<file path="config.mk">
export PLATFORM = sky130hd
export DESIGN_NAME = omo_merge
export DESIGN_NICKNAME = d
export VERILOG_FILES = /design/src/sv/omo_pkg.sv /design/src/sv/omo_merge.sv
export SDC_FILE = /design/constraint.sdc
export NUM_CORES = 1
export LEC_CHECK = 0
export ABC_AREA = 1
export BUFFER_PORTS_ARGS = -buffer_cell sky130_fd_sc_hd__buf_2
export CAP_MARGIN = 10
export CORE_ASPECT_RATIO = 1.25
export CORE_MARGIN = 4
export CORE_UTILIZATION = 40
export CTS_BUF_LIST = sky130_fd_sc_hd__clkbuf_4 sky130_fd_sc_hd__clkbuf_8 sky130_fd_sc_hd__clkbuf_16
export DETAILED_ROUTE_END_ITERATION = 8
export PLACE_DENSITY = 0.59
export SLEW_MARGIN = 25
export SYNTH_ARGS = -nofsm -noshare
export SYNTH_HDL_FRONTEND = slang
export SYNTH_SLANG_ARGS = --single-unit
</file>
<file path="constraint.sdc">
create_clock -name clk_i -period 2.79 [get_ports clk_i]
set_input_delay 0.1395 -clock clk_i [delete_from_list [all_inputs] [get_ports clk_i]]
set_output_delay 0.1395 -clock clk_i [all_outputs]
set_load 0.005 [all_outputs]
</file>
<file path="src/sv/omo_pkg.sv">
// Shared widths, constants and arithmetic helpers for the three-wheel omni odometry block.
package omo_pkg;

  localparam int COUNT_BITS_DEF = 16;
  localparam int ANGLE_BITS_DEF = 16;

  localparam int ENC_W     = 16;
  localparam int EL_W      = 20;
  localparam int CPR_W     = 16;
  localparam int DIST_W    = 22;
  localparam int CFG_W     = 22;
  localparam int CFG_IDX_W = 2;

  localparam logic [CFG_IDX_W-1:0] REG_CPR  = 2'd0;
  localparam logic [CFG_IDX_W-1:0] REG_CIRC = 2'd1;
  localparam logic [CFG_IDX_W-1:0] REG_CTR  = 2'd2;

  // wheel displacement numerator, merged sums, body displacement
  localparam int N_W  = 39;
  localparam int AX_W = 41;
  localparam int BX_W = 43;

  localparam int TRIG_W = 34;
  localparam int C20_W  = 22;
  localparam int Q15_W  = 16;

  localparam int NUM_BITS = 40;
  localparam int YAW_FRAC = 5;
  localparam int YAW_SH   = 20 + YAW_FRAC;
  // heading divisor is never below 2^24, which bounds the quotient
  localparam int QY_TRIM  = 24;
  localparam int DEN_W    = 64;
  localparam int D1_W     = 38;
  localparam int D2_W     = 18;
  localparam int CC_W     = 38;

  localparam logic [21:0] SQ3X3_Q19  = 22'd2724280;
  localparam logic [24:0] PI6_Q20    = 25'd19765192;
  localparam logic [15:0] RATE_SCALE = 16'd31250;
  localparam logic [15:0] VEL_SCALE  = 16'd62500;

  localparam logic signed [TRIG_W-1:0] INVK_Q30 = 34'sd652032874;
  localparam int CORDIC_STEPS = 24;

  localparam logic signed [TRIG_W-1:0] ONE_Q20 = 34'sd1048576;
  localparam logic signed [TRIG_W-1:0] Q15_MAX = 34'sd32767;
  localparam logic signed [TRIG_W-1:0] Q15_MIN = -34'sd32768;

  function automatic logic signed [TRIG_W-1:0] atan_q30(input logic [4:0] idx);
    logic signed [TRIG_W-1:0] a;
    unique case (idx)
      5'd0:  a = 34'sd536870912;
      5'd1:  a = 34'sd316933406;
      5'd2:  a = 34'sd167458907;
      5'd3:  a = 34'sd85004756;
      5'd4:  a = 34'sd42667331;
      5'd5:  a = 34'sd21354465;
      5'd6:  a = 34'sd10679838;
      5'd7:  a = 34'sd5340245;
      5'd8:  a = 34'sd2670163;
      5'd9:  a = 34'sd1335087;
      5'd10: a = 34'sd667544;
      5'd11: a = 34'sd333772;
      5'd12: a = 34'sd166886;
      5'd13: a = 34'sd83443;
      5'd14: a = 34'sd41722;
      5'd15: a = 34'sd20861;
      5'd16: a = 34'sd10430;
      5'd17: a = 34'sd5215;
      5'd18: a = 34'sd2608;
      5'd19: a = 34'sd1304;
      5'd20: a = 34'sd652;
      5'd21: a = 34'sd326;
      5'd22: a = 34'sd163;
      5'd23: a = 34'sd81;
      default: a = '0;
    endcase
    return a;
  endfunction

  // round Q30 to Q20, clamp to +-1
  function automatic logic signed [C20_W-1:0] rnd_q20(input logic signed [TRIG_W-1:0] v);
    logic signed [TRIG_W-1:0] t;
    t = (v + 34'sd512) >>> 10;
    if (t > ONE_Q20) t = ONE_Q20;
    else if (t < -ONE_Q20) t = -ONE_Q20;
    return C20_W'(t);
  endfunction

  // round Q30 to Q15, saturate
  function automatic logic signed [Q15_W-1:0] rnd_q15(input logic signed [TRIG_W-1:0] v);
    logic signed [TRIG_W-1:0] t;
    t = (v + 34'sd16384) >>> 15;
    if (t > Q15_MAX) t = Q15_MAX;
    else if (t < Q15_MIN) t = Q15_MIN;
    return Q15_W'(t);
  endfunction

  // apply sign to a magnitude and saturate to 32 bits
  function automatic logic [31:0] sat32(input logic neg, input logic [63:0] mag);
    logic [31:0] r;
    if (!neg) r = (mag > 64'h7FFF_FFFF) ? 32'h7FFF_FFFF : mag[31:0];
    else      r = (mag > 64'h8000_0000) ? 32'h8000_0000 : 32'(64'd0 - mag);
    return r;
  endfunction

endpackage

</file>
<file path="src/sv/omo_merge.sv">
// Merge of the three lane displacements into the body-axis sums and the sum of all three.
module omo_merge (
  input  logic                            clk_i,
  input  logic                            en_i,
  input  logic signed [omo_pkg::N_W-1:0]  n0_i,
  input  logic signed [omo_pkg::N_W-1:0]  n1_i,
  input  logic signed [omo_pkg::N_W-1:0]  n2_i,
  output logic signed [omo_pkg::AX_W-1:0] ax_o,
  output logic signed [omo_pkg::AX_W-1:0] ay_o,
  output logic signed [omo_pkg::AX_W-1:0] m_o
);

  logic signed [omo_pkg::AX_W-1:0] e0, e1, e2;
  logic signed [omo_pkg::AX_W-1:0] ax_q, ay_q, m_q;

  assign e0 = omo_pkg::AX_W'(n0_i);
  assign e1 = omo_pkg::AX_W'(n1_i);
  assign e2 = omo_pkg::AX_W'(n2_i);

  always_ff @(posedge clk_i) begin
    if (en_i) begin
      ax_q <= e0 + e0 - e1 - e2;
      ay_q <= e1 - e2;
      m_q  <= e0 + e1 + e2;
    end
  end

  assign ax_o = ax_q;
  assign ay_o = ay_q;
  assign m_o  = m_q;

endmodule

</file>
==> results.tsv <==
stage	metric	value	unit
outcome	status	completed	
sta	finalSetupViolations	0	
worst_setup_path	cp_num_buf_inv	1	
sta	max_freq	453.0	MHz
place	portBuffers	241	
logic_synthesis	syn_inst	1979	
floorplan	start_util	40.61	%
worst_hold_path	min-delay-start	n0_i[0]	
clock_network	cts.sinks	122	
worst_setup_path	path_delay_family	adder cells	
logic_synthesis	avgSynthCellArea	7.295	um^2
clock_network	cts_tree	yes	
clock_network	cts_root_buf	clkbuf_16	
routing	wl_per_cell	17.86	um
place	dpl_cell_area	0.01632	mm^2
routing	postRouteAntennaNets	0	
worst_setup_path	crit_arrival	2.40	ns
routing	vias_per_cell	4.875	
cells_and_area	syn2layout_area_growth	17.06	%
cells_and_area	fin_util	47.53	%
job	maxCapViolCount	0	
floorplan	io_pins	242	
power_and_ir_drop	power_density	572.8	mW/mm^2
global_route	grt_use_met2	44.67	%
routing	drt_iter0_markers	842	
routing	vias	13340	
global_route	grt_max_degree	46	
sta	hold_violations	0	
worst_setup_path	slowest_delay	0.48	ns
logic_synthesis	syn_nets	2336	
clock_network	post_cts_resized	0	
logic_synthesis	synth_sequential_area_ratio	25.38	%
place	place_hpwl	42610	um
sta	worst_slew_pin_slew	0.5476	ns
logic_synthesis	synth-warning-count	0	
sta	min_period	2.208	ns
worst_setup_path	worst-setup-path-type	input pin to flip-flop	
global_route	gr-usage-met1	30.12	%
sta	tns	0	ns
worst_setup_path	path_max_fanout	4	
logic_synthesis	netlist_area	0.01444	mm^2
global_route	grt_overflow	0	
global_route	grt_pass1_vias	13020	
logic_synthesis	ys_ff_latch	122	
worst_setup_path	critPathCaptureType	flip-flop	
worst_setup_path	crit_chain	buf_2 > fa_1 > ha_1 > fa_1 > nand2_1 > nand3_1 > nand2_2 > o21bai_2 > nand2_1 > nand2_2 > nand2_1 > nand2_1 > nand2_1 > nand2_1	
clock_network	cts.clk_slew.worst_paths	0.06	ns
place	place.gp.congestion	0.9385	
logic_synthesis	synth_ff_type	edfxtp_1	
worst_setup_path	crit_top_cell	nand2_1	
worst_setup_path	crit_slowest_cell	fa_1	
cells_and_area	final_nets	2603	
worst_hold_path	min_to	ax_o[0]	
clock_network	htree_levels	4	
clock_network	clk_path_buf_depth	2	
global_route	grt_use_total	25.00	%
sta	drv_slew	0	
sta	relSlewSlack	63.49	%
clock_network	ctsHoldBuffers	0	
global_route	antenna_found_initial	6	
power_and_ir_drop	p_leak	8.902	nW
routing	wl	48880	um
floorplan	coreArea	0.03555	mm^2
floorplan	dieArea	0.03921	mm^2
clock_network	numCtsBuffers	17	
logic_synthesis	async_flop_share	0	%
routing	dr.pass1.iters	5	
logic_synthesis	synth-edff-count	122	
clock_network	postCtsSetupRepairBufs	0	
routing	drc	0	
logic_synthesis	synth.distinct_cells	34	
worst_hold_path	hold_class	input pin to flip-flop	
sta	whs	0.07341	ns
power_and_ir_drop	peakVddDrop	0.3993	mV
global_route	grt_pass1_wl	73100	um
cells_and_area	fin_area	0.01690	mm^2
sta	post-route-period-util	79.12	%
global_route	use_met3	4.050	%
floorplan	placementRows	77	
sta	grt_setup_unrepaired	false	
cells_and_area	drive_gt1_share	16.07	%
floorplan	dieHeight	220.4	um
floorplan	dieWidth	177.9	um
worst_setup_path	critPathLaunchType	input pin	
global_route	gr-max-usage-layer	met2	
worst_setup_path	required	2.98	ns
worst_hold_path	hold_depth	2	
cell usage in the layout, fill, tap and decap left out, types with 3 or more instances in the layout:
cell type / count
nand2_1: 629
inv_1: 343
buf_2: 240
nor2_1: 198
ha_1: 158
edfxtp_1: 122
a21oi_1: 106
nand3_1: 81
fa_1: 80
xor2_1: 53
o21ai_0: 44
nand2_2: 29
nor2_2: 18
clkbuf_16: 17
nand3_2: 16
xnor2_1: 16
nor3_1: 14
a31oi_1: 12
o21bai_1: 10
inv_2: 8
a21o_1: 8
nand3b_1: 7
buf_4: 7
nor2_4: 5
nand4_1: 4
clkinv_2: 4
diode_2: 3
nor3_2: 3
clkinvlp_4: 3
inv_6: 3
cell type report:
| type | count | area, um^2 |
|---|---|---|
| inverter | 351 | 1318 |
| clock buffer | 17 | 425.4 |
| sequential | 122 | 3664 |
| tap | 474 | 593.1 |
| timing repair buffer | 249 | 1294 |
| fill | 3669 | 18650 |
| antenna | 3 | 7.507 |
| multi-input combinational | 1505 | 9448 |
| clock inverter | 15 | 150.1 |
synthesized netlist by cell type (all sizes together), types with 4 or more instances:
master | n | share of area (%)
a21o | 8 | 0.42
nor3 | 17 | 0.69
nand4 | 4 | 0.17
o21bai | 11 | 0.60
edfxtp | 122 | 25
nand3 | 97 | 3.9
nand3b | 8 | 0.44
nand2 | 658 | 18
fa | 80 | 11
xor2 | 53 | 3.2
o21ai | 47 | 1.7
xnor2 | 16 | 0.97
a31oi | 12 | 0.52
ha | 158 | 14
a21oi | 106 | 3.7
inv | 351 | 9.1
nor2 | 221 | 6.3
cells by family (layout without fill, tap and decap cells):
logic type               count (synthesis)  after routing  share of synthesized area, %
other                                    0              3                             0
XOR/XNOR                                69             69                         4.186
flip-flops                             122            122                         25.38
buffers and inverters                  352            632                         9.178
AND/OR/NAND/NOR                       1010           1010                         29.37
adder cells (fa/ha/maj)                238            238                         24.79
AO/OA/AOI/OAI                          188            188                         7.098
how the worst max path moves through the flow:
stage	to	slack, ns	start	cells after the start
global placement	m_o[25]	0.15	n0_i[0]	15
detailed placement	m_o[39]	0.12	n0_i[1]	14
CTS	m_o[25]	0.60	n0_i[0]	15
finish	m_o[25]	0.58	n0_i[1]	14
floorplan	m_o[39]	0.59	n0_i[1]	13
global route	m_o[31]	0.41	n0_i[1]	14
per-layer routing:
metal | up-vias | share of wire, %
met4 | 4 | 3.6
met2 | 443 | 50
met1 | 6073 | 41
met3 | 83 | 5.6
met5 | - | 0.055
li1 | 6735 | -
flip-flops by register name, summed over array words and instances, names as in the netlist:
name / flops
ay_o: 40
m_o: 41
ax_o: 41
stage by stage:
stage	std cells	setup slack, ns	total power [mW]
after floorplan	1979	0.5876	5.663
after global placement	2701	0.1457	7.456
after detailed placement	2701	0.1153	7.458
after CTS	2733	0.5967	9.777
after global routing	2734	0.4056	10.41
final	2736	0.5824	9.680
report_power, final:
part	leakage, nW	internal [mW]	switching [mW]	total, mW
sequential	1.19	2.65	0.128	2.78
clock	0.277	1.31	0.968	2.28
combinational	7.43	1.68	2.94	4.62
Power figures use the tool's default switching activity.
