===== src/sv/omo_pkg.sv =====
// Shared widths, constants and arithmetic helpers for the three-wheel omni odometry block.
package omo_pkg;

  localparam int COUNT_BITS_DEF = 16;
  localparam int ANGLE_BITS_DEF = 16;

  localparam int ENC_W     = 16;
  localparam int EL_W      = 20;
  localparam int CPR_W     = 16;
  localparam int DIST_W    = 22;
  localparam int CFG_W     = 22;
  localparam int CFG_IDX_W = 2;

  localparam logic [CFG_IDX_W-1:0] REG_CPR  = 2'd0;
  localparam logic [CFG_IDX_W-1:0] REG_CIRC = 2'd1;
  localparam logic [CFG_IDX_W-1:0] REG_CTR  = 2'd2;

  // wheel displacement numerator, merged sums, body displacement
  localparam int N_W  = 39;
  localparam int AX_W = 41;
  localparam int BX_W = 43;

  localparam int TRIG_W = 34;
  localparam int C20_W  = 22;
  localparam int Q15_W  = 16;

  localparam int NUM_BITS = 40;
  localparam int YAW_FRAC = 5;
  localparam int YAW_SH   = 20 + YAW_FRAC;
  // heading divisor is never below 2^24, which bounds the quotient
  localparam int QY_TRIM  = 24;
  localparam int DEN_W    = 64;
  localparam int D1_W     = 38;
  localparam int D2_W     = 18;
  localparam int CC_W     = 38;

  localparam logic [21:0] SQ3X3_Q19  = 22'd2724280;
  localparam logic [24:0] PI6_Q20    = 25'd19765192;
  localparam logic [15:0] RATE_SCALE = 16'd31250;
  localparam logic [15:0] VEL_SCALE  = 16'd62500;

  localparam logic signed [TRIG_W-1:0] INVK_Q30 = 34'sd652032874;
  localparam int CORDIC_STEPS = 24;

  localparam logic signed [TRIG_W-1:0] ONE_Q20 = 34'sd1048576;
  localparam logic signed [TRIG_W-1:0] Q15_MAX = 34'sd32767;
  localparam logic signed [TRIG_W-1:0] Q15_MIN = -34'sd32768;

  function automatic logic signed [TRIG_W-1:0] atan_q30(input logic [4:0] idx);
    logic signed [TRIG_W-1:0] a;
    unique case (idx)
      5'd0:  a = 34'sd536870912;
      5'd1:  a = 34'sd316933406;
      5'd2:  a = 34'sd167458907;
      5'd3:  a = 34'sd85004756;
      5'd4:  a = 34'sd42667331;
      5'd5:  a = 34'sd21354465;
      5'd6:  a = 34'sd10679838;
      5'd7:  a = 34'sd5340245;
      5'd8:  a = 34'sd2670163;
      5'd9:  a = 34'sd1335087;
      5'd10: a = 34'sd667544;
      5'd11: a = 34'sd333772;
      5'd12: a = 34'sd166886;
      5'd13: a = 34'sd83443;
      5'd14: a = 34'sd41722;
      5'd15: a = 34'sd20861;
      5'd16: a = 34'sd10430;
      5'd17: a = 34'sd5215;
      5'd18: a = 34'sd2608;
      5'd19: a = 34'sd1304;
      5'd20: a = 34'sd652;
      5'd21: a = 34'sd326;
      5'd22: a = 34'sd163;
      5'd23: a = 34'sd81;
      default: a = '0;
    endcase
    return a;
  endfunction

  // round Q30 to Q20, clamp to +-1
  function automatic logic signed [C20_W-1:0] rnd_q20(input logic signed [TRIG_W-1:0] v);
    logic signed [TRIG_W-1:0] t;
    t = (v + 34'sd512) >>> 10;
    if (t > ONE_Q20) t = ONE_Q20;
    else if (t < -ONE_Q20) t = -ONE_Q20;
    return C20_W'(t);
  endfunction

  // round Q30 to Q15, saturate
  function automatic logic signed [Q15_W-1:0] rnd_q15(input logic signed [TRIG_W-1:0] v);
    logic signed [TRIG_W-1:0] t;
    t = (v + 34'sd16384) >>> 15;
    if (t > Q15_MAX) t = Q15_MAX;
    else if (t < Q15_MIN) t = Q15_MIN;
    return Q15_W'(t);
  endfunction

  // apply sign to a magnitude and saturate to 32 bits
  function automatic logic [31:0] sat32(input logic neg, input logic [63:0] mag);
    logic [31:0] r;
    if (!neg) r = (mag > 64'h7FFF_FFFF) ? 32'h7FFF_FFFF : mag[31:0];
    else      r = (mag > 64'h8000_0000) ? 32'h8000_0000 : 32'(64'd0 - mag);
    return r;
  endfunction

endpackage


===== src/sv/omo_div.sv =====
// Restoring unsigned divider, one quotient bit a cycle.
module omo_div #(
  parameter int NUM_W = 81
) (
  input  logic                             clk_i,
  input  logic                             rst_ni,
  input  logic                             start_i,
  input  logic [NUM_W-1:0]                 num_i,
  input  logic [omo_pkg::DEN_W-1:0]        den_i,
  output logic                             done_o,
  output logic [NUM_W-1:0]                 quo_o
);

  localparam int CNT_W = $clog2(NUM_W + 1);

  logic [NUM_W-1:0]          acc_q;
  logic [omo_pkg::DEN_W-1:0] rem_q, den_q;
  logic [CNT_W-1:0]          cnt_q;
  logic                      busy_q, done_q;
  logic [omo_pkg::DEN_W:0]   trial, diff;
  logic                      fit;

  assign trial = {rem_q, acc_q[NUM_W-1]};
  assign diff  = trial - {1'b0, den_q};
  assign fit   = trial >= {1'b0, den_q};

  always_ff @(posedge clk_i or negedge rst_ni) begin
    if (!rst_ni) begin
      busy_q <= 1'b0;
      done_q <= 1'b0;
      cnt_q  <= '0;
    end else begin
      done_q <= 1'b0;
      if (start_i) begin
        busy_q <= 1'b1;
        cnt_q  <= CNT_W'(NUM_W);
      end else if (busy_q) begin
        cnt_q <= cnt_q - CNT_W'(1);
        if (cnt_q == CNT_W'(1)) begin
          busy_q <= 1'b0;
          done_q <= 1'b1;
        end
      end
    end
  end

  // quotient bits shift in behind the numerator bits
  always_ff @(posedge clk_i) begin
    if (start_i) begin
      acc_q <= num_i;
      rem_q <= '0;
      den_q <= den_i;
    end else if (busy_q) begin
      rem_q <= fit ? diff[omo_pkg::DEN_W-1:0] : trial[omo_pkg::DEN_W-1:0];
      acc_q <= {acc_q[NUM_W-2:0], fit};
    end
  end

  assign done_o = done_q;
  assign quo_o  = acc_q;

endmodule


===== config.mk =====
export PLATFORM = sky130hd
export DESIGN_NAME = omo_div
export DESIGN_NICKNAME = d
export VERILOG_FILES = /design/src/sv/omo_pkg.sv /design/src/sv/omo_div.sv
export SDC_FILE = /design/constraint.sdc
export NUM_CORES = 1
export LEC_CHECK = 0
export BUFFER_PORTS_ARGS = -buffer_cell sky130_fd_sc_hd__buf_4
export CORE_MARGIN = 5
export CORE_UTILIZATION = 37
export CTS_CLUSTER_SIZE = 20
export DETAILED_ROUTE_END_ITERATION = 7
export PLACE_DENSITY_LB_ADDON = 0.25
export SLEW_MARGIN = 0
export SYNTH_ARGS = -nofsm -noshare
export SYNTH_HDL_FRONTEND = slang
export SYNTH_SLANG_ARGS = --single-unit

===== constraint.sdc =====
create_clock -name clk_i -period 7.53 [get_ports clk_i]
set_clock_uncertainty 0.15 [all_clocks]
set_input_delay 0.753 -clock clk_i [delete_from_list [all_inputs] [get_ports clk_i]]
set_output_delay 0.753 -clock clk_i [all_outputs]
set_load 0.005 [all_outputs]

==> key figures <==
Global routing
  – Vias in the first global route: 10,416
  – First-pass GRT wire length: 56,400 um
  – Initial antenna violation count: 2
  – GRT overflow: 0
  – Largest net degree at the start of global routing: 82
  – All-layer global routing usage: 18.0%

Layout
  – Final nets: 1,670
  – Area delta synth->final: 23.2%
  – Fin cells: 1,924
  – Multi-input logic area: 6220 um2
  – Layout cell share with drive strength beyond 1: 25.5%
  – Storage element area: 5860 um2
  – ANT cells: 0
  – Fillcell total: 3,258

Yosys
  – Net Count, Synth: 1,473
  – Asr flop ratio synth: 4.13%
  – Seq/Total Area, Yosys: 46.1%
  – Synthesized flop and latch total: 218
  – Ys Warns: 0
  – Post-Synthesis Cells: 1,258
  – EDFF count, synth: 145
  – Post-synthesis cell type count: 74
  – Mean Syn Cell Area: 10.1 um2
  – Cell Area, Synth: 12,700 um2
  – Post-synth top flop: edfxtp_1

Floorplan
  – Initial core utilization: 37.7%
  – Die W: 195 um
  – Die footprint: 38,100 um2
  – Io pins: 230
  – Die height: 195 um
  – # rows: 67
  – Core Region: 33,700 um2

STA
  – Endpoints failing setup: 0
  – Total negative slack: 0 ns
  – Final Critical Period: 4.31 ns
  – RSZ-0062 raised after global routing: false
  – Worst rel slew slack: 29.2%
  – Final worst-path cycle share: 57.2%
  – Fin. max-slew vios: 0
  – Worst slew pin tran: 1.06 ns
  – Peak Freq: 232 MHz
  – Final hold violations: 0

Drt
  – Initial DRC Count: 616
  – DR vias: 10,260
  – WL/cell: 18.5 um
  – WL final: 35,500 um
  – Number of detailed-route iterations in the first pass: 5
  – Drt drc: 0
  – Routed Antenna Nets: 0
  – DR vias/cell: 5.33

Clocking
  – H-tree levels: 1
  – Clk buf depth: 3
  – Clk sinks: 218
  – Cts hold-fix bufs: 1
  – # Post-CTS Setup Buffers: 0
  – CTS tree: yes
  – Num CTS Buffers: 27
  – Clock-pin slew on the worst setup and hold paths: 0.06 ns
  – Worst skew pair latency: 0.56 ns
  – Root buffer cell: clkbuf_16
  – Post-cts sizing count: 0

Setup path
  – Worst reg2reg endpoint: rem_q[55]
  – Critical Path RT: 7.81 ns
  – Crit path from: den_q[22]
  – Crit path DAT: 4.59 ns
  – CP Max Fanout: 74
  – R2r worst-path depth: 11
  – CP startpoint kind: flop
  – Reg2reg start: den_q[22]
  – CP endpoint: rem_q[55]
  – Critical Path End Type: flop
  – Critical path class: reg2reg
  – R2R Setup Slk: 3.22 ns

Place
  – Buffers added on ports: 229
  – Placed instance count: 1,873
  – Routability cong.: 0.905
  – Dpl hpwl: 26,600 um

Min path
  – Hold Path Class: in2reg

Power
  – Worst vdd ir: 0.147 mV
  – PD cells: 326 nW/um2
  – Static Leak: 6.64 nW

Run status
  – Outcome: finished, final reports clean

Flow run
  – Max Cap Viol: 0
==> report_power, final <==
group | internal (mW) | total (mW) | switching, mW
Clock | 0.771 | 1.30 | 0.533
Combinational | 0.918 | 2.13 | 1.21
Sequential | 1.51 | 1.67 | 0.161
Total | 3.20 | 5.10 | 1.90
==> cells by family after synthesis <==
kind of cell | synth area share (%)
compound gates | 17.0
simple gates | 11.4
flops | 46.1
buf+inv | 4.87
mux | 10.2
fa+ha+maj | 6.66
xor+xnor | 3.79
==> through the flow <==
step / utilization [%] / hold slack [ns] / power (mW) / setup WS (ns) / instance area (um2)
2_1_floorplan: - / 0.307 / 3.24 / 4.19 / 12700
3_3_place_gp: 43.7 / 0.323 / 3.79 / 3.35 / 14700
3_5_place_dp: 43.7 / 0.333 / 3.80 / 3.23 / 14700
4_1_cts: 46.4 / 0.193 / 5.13 / 3.15 / 15600
5_1_grt: 46.4 / 0.196 / 5.45 / 2.81 / 15600
6_report: 46.4 / 0.215 / 5.10 / 3.22 / 15600
==> layout by cell type, fill, tap and decap left out, types with 5 or more instances in the layout <==
cell         n
buf_4      234
edfxtp_1   145
nor2_1     110
nand2_1     97
a21oi_1     94
mux2_2      84
inv_1       82
ha_1        66
dfxtp_1     64
o21ai_0     54
a211oi_1    49
mux2i_1     35
a21o_1      31
xnor2_1     31
clkbuf_16   29
nand4_1     26
xor2_1      24
nor3_1      20
o21bai_1    19
nand3_1     15
o21a_1      11
a31oi_1     10
nor4_1      10
dfrtp_1      8
nand2b_1     7
o211ai_1     7
clkbuf_1     7
nor2b_1      6
o21ai_1      5
and3_1       5
or3_1        5
clkinv_2     5
a21boi_0     5
a22oi_1      5
==> worst min-delay path by stage <==
stage	startpoint	end	slack, ns	cells after the start
global route	den_i[17]	den_q[17]	0.20	1
CTS	den_i[7]	den_q[7]	0.19	1
finish	den_i[17]	den_q[17]	0.22	1
global placement	rem_q[39]	rem_q[39]	0.32	2
floorplan	rst_ni	busy_q	0.31	0
detailed placement	rem_q[33]	rem_q[33]	0.33	2
==> synthesized netlist by cell type, types with 11 or more instances <==
| cell | number | area share, % |
|---|---|---|
| nand4_1 | 26 | 1.3 |
| mux2i_1 | 35 | 2.8 |
| nor3_1 | 20 | 0.79 |
| nand2_1 | 97 | 2.9 |
| o21bai_1 | 19 | 1.1 |
| nand3_1 | 15 | 0.59 |
| inv_1 | 83 | 2.5 |
| mux2_2 | 84 | 7.4 |
| a211oi_1 | 49 | 2.9 |
| ha_1 | 66 | 6.5 |
| buf_2 | 11 | 0.43 |
| edfxtp_1 | 145 | 34 |
| nor2_1 | 110 | 3.3 |
| a21oi_1 | 94 | 3.7 |
| xnor2_1 | 31 | 2.1 |
| o21ai_0 | 54 | 2.1 |
| xor2_1 | 24 | 1.7 |
| dfxtp_1 | 64 | 10 |
| clkbuf_1 | 49 | 1.4 |
| o21a_1 | 11 | 0.65 |
| a21o_1 | 31 | 1.8 |
==> worst max-delay path, stage by stage, from the launching register on <==
cell and delay, ns:
edfxtp_1 0.32, inv_1 0.04, ha_1 0.43, and4_1 0.31, nand3_1 0.11, or3_1 0.38
nand3_2 0.12, a31oi_2 0.19, o31ai_4 0.65, buf_4 0.82, o21ai_0 0.17, a2111oi_1 0.44
==> final cells by class <==
class                      instances  area share [%]
clock buffer                      39            5.07
clock inverter                    11           0.656
inverter                          85            2.05
multi-input combinational        887            39.8
sequential                       218            37.5
tap                              448            3.58
timing repair buffer             236            11.4
==> sequential cells by signal, summed over array words and instances, names as in the netlist <==
register / cells
done_o: 1
cnt_q: 7
busy_q: 1
den_q: 64
rem_q: 64
quo_o: 81
==> layer usage <==
metal	share of wire [%]	GRT usage, %	vias to the layer above
met5	0.096	0	-
met4	2.5	4.71	4
met3	9.4	6.39	60
met2	46	29.7	366
met1	42	22.7	4819
li1	-	-	5011
Power figures use the tool's default switching activity.
