**src/sv/omo_pkg.sv**
```systemverilog
// Shared widths, constants and arithmetic helpers for the three-wheel omni odometry block.
package omo_pkg;

  localparam int COUNT_BITS_DEF = 16;
  localparam int ANGLE_BITS_DEF = 16;

  localparam int ENC_W     = 16;
  localparam int EL_W      = 20;
  localparam int CPR_W     = 16;
  localparam int DIST_W    = 22;
  localparam int CFG_W     = 22;
  localparam int CFG_IDX_W = 2;

  localparam logic [CFG_IDX_W-1:0] REG_CPR  = 2'd0;
  localparam logic [CFG_IDX_W-1:0] REG_CIRC = 2'd1;
  localparam logic [CFG_IDX_W-1:0] REG_CTR  = 2'd2;

  // wheel displacement numerator, merged sums, body displacement
  localparam int N_W  = 39;
  localparam int AX_W = 41;
  localparam int BX_W = 43;

  localparam int TRIG_W = 34;
  localparam int C20_W  = 22;
  localparam int Q15_W  = 16;

  localparam int NUM_BITS = 40;
  localparam int YAW_FRAC = 5;
  localparam int YAW_SH   = 20 + YAW_FRAC;
  // heading divisor is never below 2^24, which bounds the quotient
  localparam int QY_TRIM  = 24;
  localparam int DEN_W    = 64;
  localparam int D1_W     = 38;
  localparam int D2_W     = 18;
  localparam int CC_W     = 38;

  localparam logic [21:0] SQ3X3_Q19  = 22'd2724280;
  localparam logic [24:0] PI6_Q20    = 25'd19765192;
  localparam logic [15:0] RATE_SCALE = 16'd31250;
  localparam logic [15:0] VEL_SCALE  = 16'd62500;

  localparam logic signed [TRIG_W-1:0] INVK_Q30 = 34'sd652032874;
  localparam int CORDIC_STEPS = 24;

  localparam logic signed [TRIG_W-1:0] ONE_Q20 = 34'sd1048576;
  localparam logic signed [TRIG_W-1:0] Q15_MAX = 34'sd32767;
  localparam logic signed [TRIG_W-1:0] Q15_MIN = -34'sd32768;

  function automatic logic signed [TRIG_W-1:0] atan_q30(input logic [4:0] idx);
    logic signed [TRIG_W-1:0] a;
    unique case (idx)
      5'd0:  a = 34'sd536870912;
      5'd1:  a = 34'sd316933406;
      5'd2:  a = 34'sd167458907;
      5'd3:  a = 34'sd85004756;
      5'd4:  a = 34'sd42667331;
      5'd5:  a = 34'sd21354465;
      5'd6:  a = 34'sd10679838;
      5'd7:  a = 34'sd5340245;
      5'd8:  a = 34'sd2670163;
      5'd9:  a = 34'sd1335087;
      5'd10: a = 34'sd667544;
      5'd11: a = 34'sd333772;
      5'd12: a = 34'sd166886;
      5'd13: a = 34'sd83443;
      5'd14: a = 34'sd41722;
      5'd15: a = 34'sd20861;
      5'd16: a = 34'sd10430;
      5'd17: a = 34'sd5215;
      5'd18: a = 34'sd2608;
      5'd19: a = 34'sd1304;
      5'd20: a = 34'sd652;
      5'd21: a = 34'sd326;
      5'd22: a = 34'sd163;
      5'd23: a = 34'sd81;
      default: a = '0;
    endcase
    return a;
  endfunction

  // round Q30 to Q20, clamp to +-1
  function automatic logic signed [C20_W-1:0] rnd_q20(input logic signed [TRIG_W-1:0] v);
    logic signed [TRIG_W-1:0] t;
    t = (v + 34'sd512) >>> 10;
    if (t > ONE_Q20) t = ONE_Q20;
    else if (t < -ONE_Q20) t = -ONE_Q20;
    return C20_W'(t);
  endfunction

  // round Q30 to Q15, saturate
  function automatic logic signed [Q15_W-1:0] rnd_q15(input logic signed [TRIG_W-1:0] v);
    logic signed [TRIG_W-1:0] t;
    t = (v + 34'sd16384) >>> 15;
    if (t > Q15_MAX) t = Q15_MAX;
    else if (t < Q15_MIN) t = Q15_MIN;
    return Q15_W'(t);
  endfunction

  // apply sign to a magnitude and saturate to 32 bits
  function automatic logic [31:0] sat32(input logic neg, input logic [63:0] mag);
    logic [31:0] r;
    if (!neg) r = (mag > 64'h7FFF_FFFF) ? 32'h7FFF_FFFF : mag[31:0];
    else      r = (mag > 64'h8000_0000) ? 32'h8000_0000 : 32'(64'd0 - mag);
    return r;
  endfunction

endpackage

```
**src/sv/omo_lane.sv**
```systemverilog
// One wheel lane: wrapped count delta and signed wheel displacement numerator.
module omo_lane #(
  parameter int COUNT_BITS = omo_pkg::COUNT_BITS_DEF
) (
  input  logic                                clk_i,
  input  logic                                rst_ni,
  input  logic                                en_i,
  input  logic [omo_pkg::ENC_W-1:0]           cnt_i,
  input  logic [omo_pkg::DIST_W-1:0]          circ_i,
  output logic signed [omo_pkg::N_W-1:0]      n_o
);

  localparam int CW = (COUNT_BITS < omo_pkg::ENC_W) ? COUNT_BITS : omo_pkg::ENC_W;

  logic [omo_pkg::ENC_W-1:0]        prev_q;
  logic [omo_pkg::ENC_W-1:0]        diff;
  logic signed [omo_pkg::ENC_W-1:0] ds;
  logic signed [omo_pkg::N_W-1:0]   prod;
  logic signed [omo_pkg::N_W-1:0]   n_q;

  assign diff = cnt_i - prev_q;
  assign ds   = omo_pkg::ENC_W'($signed(diff[CW-1:0]));
  assign prod = omo_pkg::N_W'(ds) * omo_pkg::N_W'($signed({1'b0, circ_i}));

  always_ff @(posedge clk_i or negedge rst_ni) begin
    if (!rst_ni) begin
      prev_q <= '0;
    end else if (en_i) begin
      prev_q <= cnt_i;
    end
  end

  // encoder counts run against the displacement sense: negate
  always_ff @(posedge clk_i) begin
    if (en_i) begin
      n_q <= -prod;
    end
  end

  assign n_o = n_q;

endmodule

```
**config.mk**
```make
export PLATFORM = sky130hd
export DESIGN_NAME = omo_lane
export DESIGN_NICKNAME = d
export VERILOG_FILES = /design/src/sv/omo_pkg.sv /design/src/sv/omo_lane.sv
export SDC_FILE = /design/constraint.sdc
export NUM_CORES = 1
export LEC_CHECK = 0
export ABC_AREA = 1
export BUFFER_PORTS_ARGS = -buffer_cell sky130_fd_sc_hd__buf_2
export CORE_MARGIN = 5
export CORE_UTILIZATION = 50
export DETAILED_ROUTE_END_ITERATION = 7
export PLACE_DENSITY = 0.79
export SYNTH_ARGS = -nofsm -noshare
export SYNTH_HDL_FRONTEND = slang
export SYNTH_SLANG_ARGS = --single-unit
```
**constraint.sdc**
```tcl
create_clock -name clk_i -period 7.3 [get_ports clk_i]
set_clock_uncertainty 0.05 [all_clocks]
set_input_delay 0.73 -clock clk_i [delete_from_list [all_inputs] [get_ports clk_i]]
set_output_delay 0.73 -clock clk_i [all_outputs]
set_load 0.01 [all_outputs]
```
==> results of run 1 <==
==> cell usage in the layout (no fill, tap or decap), types with 7 or more instances in the layout <==
| cell | instances |
|---|---|
| inv_1 | 515 |
| nand2_1 | 390 |
| fa_1 | 286 |
| nor2_1 | 248 |
| ha_1 | 164 |
| nand3_1 | 80 |
| buf_2 | 79 |
| a21oi_1 | 42 |
| buf_4 | 42 |
| edfxtp_1 | 39 |
| o21ai_0 | 30 |
| xor2_1 | 19 |
| dfrtp_1 | 16 |
| nand2_2 | 11 |
| nor3_1 | 11 |
| clkinv_1 | 7 |
| nand3b_1 | 7 |
==> sequential cells by signal, indices dropped and copies added, names as in the netlist <==
name / count
n_o: 39
prev_q: 16
==> synthesized netlist by cell type (all sizes together) <==
cell / number / share of area [%]
or2: 5 / 0.23
buf: 19 / 0.99
fa: 286 / 37
a21o: 2 / 0.097
a21oi: 47 / 1.5
nor3: 11 / 0.36
xnor2: 6 / 0.34
nand4: 6 / 0.24
ha: 167 / 14
clkinv: 7 / 0.17
o21bai: 5 / 0.24
nand3: 82 / 2.7
mux2: 1 / 0.073
dfrtp: 16 / 2.6
o21ai: 33 / 1.1
edfxtp: 39 / 7.6
nand3b: 8 / 0.41
and2: 2 / 0.081
clkbuf: 26 / 0.71
a21boi: 1 / 0.049
inv: 518 / 13
xor2: 20 / 1.3
nor4: 2 / 0.081
nand2: 404 / 10
nor2: 252 / 6.1
==> worst max-delay path: cells and delay by family <==
family | cells | cell delay [ps]
buffers and inverters | 8 | 610
adder cells (fa/ha/maj) | 9 | 3880
AND/OR/NAND/NOR | 17 | 1830
==> through the flow <==
step / cells / hold WS [ps] / cell area, sq um / util (%) / setup TNS, ps
3_5_place_dp: 2441 / 471 / 16500 / 53.9 / -514
5_1_grt: 2449 / 288 / 16800 / 54.8 / -124
3_3_place_gp: 2441 / 460 / 16500 / 53.9 / -5.32
2_1_floorplan: 1965 / 384 / 15500 / - / 0
6_report: 2449 / 263 / 16800 / 54.8 / 0
4_1_cts: 2449 / 269 / 16700 / 54.5 / 0
==> kinds of logic after synthesis <==
kind of cell	count (synthesis)	share of synthesized area, %
compound gates	88	3.00
simple gates	772	20.3
mux	1	0.0728
xor+xnor	26	1.59
flops	55	10.2
buf+inv	570	14.4
fa+ha+maj	453	50.5
==> layer usage <==
layer	share of wire (%)	GRT usage (%)	routed length, microns
met1	39	31.8	16000
met2	49	41.2	20100
met3	8.1	3.81	3280
met4	3.3	7.78	1330
met5	0	0	0
==> worst paths after layout <==
path	to	slack [ps]	from
min in group clk_i	prev_q[11]	480	prev_q[11]
max in group asynchronous	prev_q[12]	6680	rst_ni
setup / recovery	n_o[33]	280	cnt_i[0]
setup reg to reg	n_o[33]	460	prev_q[0]
hold reg to reg	prev_q[11]	480	prev_q[11]
hold / removal	prev_q[2]	260	rst_ni
==> repair_timing <==
| item | CTS | global route |
|---|---|---|
| endpoints found under the setup margin | 0 | 11 |
| resized for setup | 0 | 23 |
| hold buffers | 0 | 0 |
==> area by class of cell <==
type                    instances  area, sq um
fillers                      2765        13800
multi-input cells            1340        11800
inverters                     525         1980
flip-flops and latches         55         1570
repair buffers                125          791
well taps                     396          495
clock buffers                   5          125
clock inverters                 3         46.3
==> key figures, run 1 <==
Detailed routing
  – Remaining antenna violation count: 0
  – Vias per inst: 5.25
  – Routed len/inst: 16.6 microns
  – Initial drt markers: 980
  – Via count: 12.9k
  – Routed wire length: 40700 microns
  – TritonRoute pass-1 iters: 5
  – Drc violations: 0

Synth
  – Syn avg cell area: 7.88 sq um
  – Seq cells post-synth: 55
  – Seq/Total Area, Yosys: 10.2%
  – Cell count after synthesis: 1965
  – Ys Warns: 0
  – Post-synth cell types: 39
  – Syn Nets: 2459
  – Post-Syn Area: 15500 sq um

Setup path
  – Worst path max stage delay: 540 ps
  – CP max-delay cell: fa_1
  – Critical Path RT: 7350 ps
  – Critical setup path kind: input port to register
  – Startpoint types: input port
  – R2R cell count: 32
  – Worst EP arrival: 7070 ps
  – Worst setup EP type: register
  – Maximum fanout along the worst path: 19
  – Most frequent CP cell: nand2_1

Floorplan
  – Core area: 30600 sq um
  – Die Y: 186 microns
  – Num rows: 64
  – Die X: 186 microns
  – Die footprint: 34600 sq um
  – IO Pins: 80
  – Initial Utilization: 50.6%

Clock tree
  – Setup bufs post-CTS: 0
  – Clock Sinks: 55
  – Clk slew on worst S/H paths: 100 ps
  – Clock root buffer: clkbuf_16
  – CTS tree: built
  – CTS buffer count: 5
  – Clock Latency Late Sink: 310 ps
  – Longest Clk Path Bufs: 2
  – CTS H-tree depth: 2

Final layout
  – Area grow syn2layout: 8.25%
  – Share of layout cells above drive strength 1: 8.43%
  – Ant. Diodes: 0
  – Final net count: 2546

Place
  – GPL Wtd Cong: 0.972
  – Placement Setup Slack: -84.9 ps
  – IO Port Bufs: 79
  – DP Wirelength: 35200 microns

Global routing
  – Vias in the first global route: 13.1k
  – First-pass GRT wire length: 65700 microns
  – GR Overflow Total: 0
  – Gr usage total: 24.2%
  – Initial antenna violation count: 0
  – Largest net degree at the start of global routing: 71

Timing
  – Crit share post-route: 96.2%
  – Final worst setup slack: 278 ps
  – Worst-Margin Slew: 819 ps
  – Final Hold Fails: 0
  – Slew margin rel.: 45.4%
  – Tmin final: 7020 ps
  – Unrepaired setup endpoints after global routing: true
  – Max-slew violation count: 0
  – Final setup vio count: 0
  – Fmax achieved: 142 MHz

Hold path
  – Hold crit path type: input port to async pin

Run status
  – Outcome: finished clean

Flow run
  – Max Cap Viol: 0
Power of run 1 is left out: the tool's default activity adds up to more than one toggle a clock period on the data nets, which glitch-free logic cannot reach.
==> run 2: changes to the inputs <==
--- a/config.mk
+++ b/config.mk
@@ -7,10 +7,12 @@
 export LEC_CHECK = 0
 export ABC_AREA = 1
 export BUFFER_PORTS_ARGS = -buffer_cell sky130_fd_sc_hd__buf_2
+export CAP_MARGIN = 30
 export CORE_MARGIN = 5
 export CORE_UTILIZATION = 50
 export DETAILED_ROUTE_END_ITERATION = 7
 export PLACE_DENSITY = 0.79
+export REMOVE_ABC_BUFFERS = 1
 export SYNTH_ARGS = -nofsm -noshare
 export SYNTH_HDL_FRONTEND = slang
 export SYNTH_SLANG_ARGS = --single-unit
==> run 2 against run 1 <==
  * Setup slack worse by 110 ps
  * Utilization is 0.79 points higher
  * Sequential share of layout area is 0.13 points lower
  * Global-route usage hardly changed
  * Fmax is 1.6% lower
  * First-iteration DRC count is 4.2% lower
  * Non-clock buffer count is 20 higher
  * Register-to-register slack worse by 100 ps
  * Die area stayed put
  * Wire length is 0.49% higher
  * Clock-buffer cell count stayed put
==> key figures, run 2 (synthesized netlist as in run 1, its figures left out) <==
Hold path
  – Hold crit path type: input port to async pin

Timing
  – Final Hold Fails: 0
  – Unrepaired setup endpoints after global routing: true
  – Worst-Margin Slew: 786 ps
  – Tmin final: 7140 ps
  – Final setup vio count: 0
  – Max-slew violation count: 0
  – Fmax achieved: 140 MHz
  – Crit share post-route: 97.8%
  – Slew margin rel.: 47.6%
  – Setup tns final: 0 ps

Clock tree
  – Clock root buffer: clkbuf_16
  – CTS tree: built
  – CTS buffer count: 5
  – Longest Clk Path Bufs: 2
  – Hold buffer count at cts: 0
  – Setup bufs post-CTS: 0
  – Clk slew on worst S/H paths: 90 ps
  – Clock Latency Late Sink: 300 ps
  – Clock Sinks: 55
  – CTS H-tree depth: 2

Detailed routing
  – Initial drt markers: 939
  – Remaining antenna violation count: 0
  – Vias per inst: 5.24
  – Drc violations: 0
  – TritonRoute pass-1 iters: 7
  – Routed len/inst: 16.5 microns
  – Via count: 12.9k
  – Routed wire length: 40900 microns

Final layout
  – Share of layout cells above drive strength 1: 10.3%
  – Most frequent cells in the layout: 514 x inv_1, 384 x nand2_1, 284 x fa_1
  – Area grow syn2layout: 9.81%
  – Final net count: 2567
  – Commonest non-fill, non-tap cell in the layout: inv_1
  – Max FFs per register: 39
  – Sequential Area: 1570 sq um
  – Multi-input logic area: 11900 sq um
  – Fillers: 2790

Global routing
  – First-pass GRT wire length: 66300 microns
  – GR Overflow Total: 0
  – Largest net degree at the start of global routing: 71
  – Vias in the first global route: 13.4k
  – Gr usage total: 24.2%
  – Initial antenna violation count: 0

Setup path
  – Worst setup EP type: register
  – Critical Path RT: 7340 ps
  – Bufs and invs on worst path: 9
  – Critical setup path kind: input port to register
  – Worst path max stage delay: 570 ps
  – Maximum fanout along the worst path: 7
  – CP max-delay cell: fa_1
  – Startpoint types: input port
  – Most frequent CP cell: nand2_1
  – Family with the most delay on the worst path: adder cells
  – Worst EP arrival: 7170 ps

Floorplan
  – Die X: 186 microns
  – Die Y: 186 microns
  – Initial Utilization: 50.6%
  – IO Pins: 80
  – Num rows: 64
  – Core area: 30600 sq um
  – Die footprint: 34600 sq um

Flow run
  – Max Cap Viol: 0

Run status
  – Outcome: finished clean

Place
  – GPL Wtd Cong: 0.982
  – DP Wirelength: 35100 microns
  – IO Port Bufs: 79
run 2: cell types whose count changed in the layout (fill, tap and decap cells not counted), moves of 3 or more:
cell / before / now
buf_4: 42 / 63
nand2_1: 390 / 384
a21oi_1: 42 / 38
a21oi_2: 5 / 9
nand2_2: 11 / 14
nor2_1: 248 / 245
run 2: final cells by class:
type / count / share of cell area, %
diodes: 1 / 0.0147
clock buffers: 5 / 0.736
clock inverters: 3 / 0.272
inverters: 525 / 11.6
multi-input cells: 1340 / 69.7
flip-flops and latches: 55 / 9.25
well taps: 396 / 2.92
repair buffers: 145 / 5.41
repair inverters: 1 / 0.0442
run 2: final timing paths:
check                      slack (ps)    endpoint        from  cells past startpoint
min reg2reg                       480  prev_q[15]  prev_q[15]                      1
max in group asynchronous        6670  prev_q[13]      rst_ni                      1
min in group clk_i                480  prev_q[15]  prev_q[15]                      1
max reg2reg                       360     n_o[38]   prev_q[0]                     30
max                               160     n_o[38]    cnt_i[0]                     32
min                               270   prev_q[1]      rst_ni                      1
run 2: per-stage QoR:
stage	util (%)	area [sq um]	hold slack [ps]	std cells	setup slack, ps
2_1_floorplan	-	15200	384	1920	272
6_report	55.6	17000	271	2471	163
3_5_place_dp	54.4	16600	468	2461	-349
5_1_grt	55.6	17000	297	2470	-62.3
4_1_cts	54.9	16800	277	2469	3.99
3_3_place_gp	54.4	16600	459	2461	-281
run 2: timing repair:
item | 4_1_cts | 5_1_grt
endpoints found under the setup margin | 0 | 21
gates resized for setup | 0 | 46
endpoints found under the hold margin | 0 | 0
run 2: routing by layer:
| metal | part of all wire [%] | up-vias | global-route usage (%) |
|---|---|---|---|
| li1 | - | 5977 | - |
| met1 | 38 | 6291 | 30.0 |
| met2 | 49 | 538 | 41.7 |
| met3 | 8.4 | 134 | 4.96 |
| met4 | 4.6 | 0 | 9.39 |
| met5 | 0 | - | 0 |
Power of run 2 is left out for the same reason.
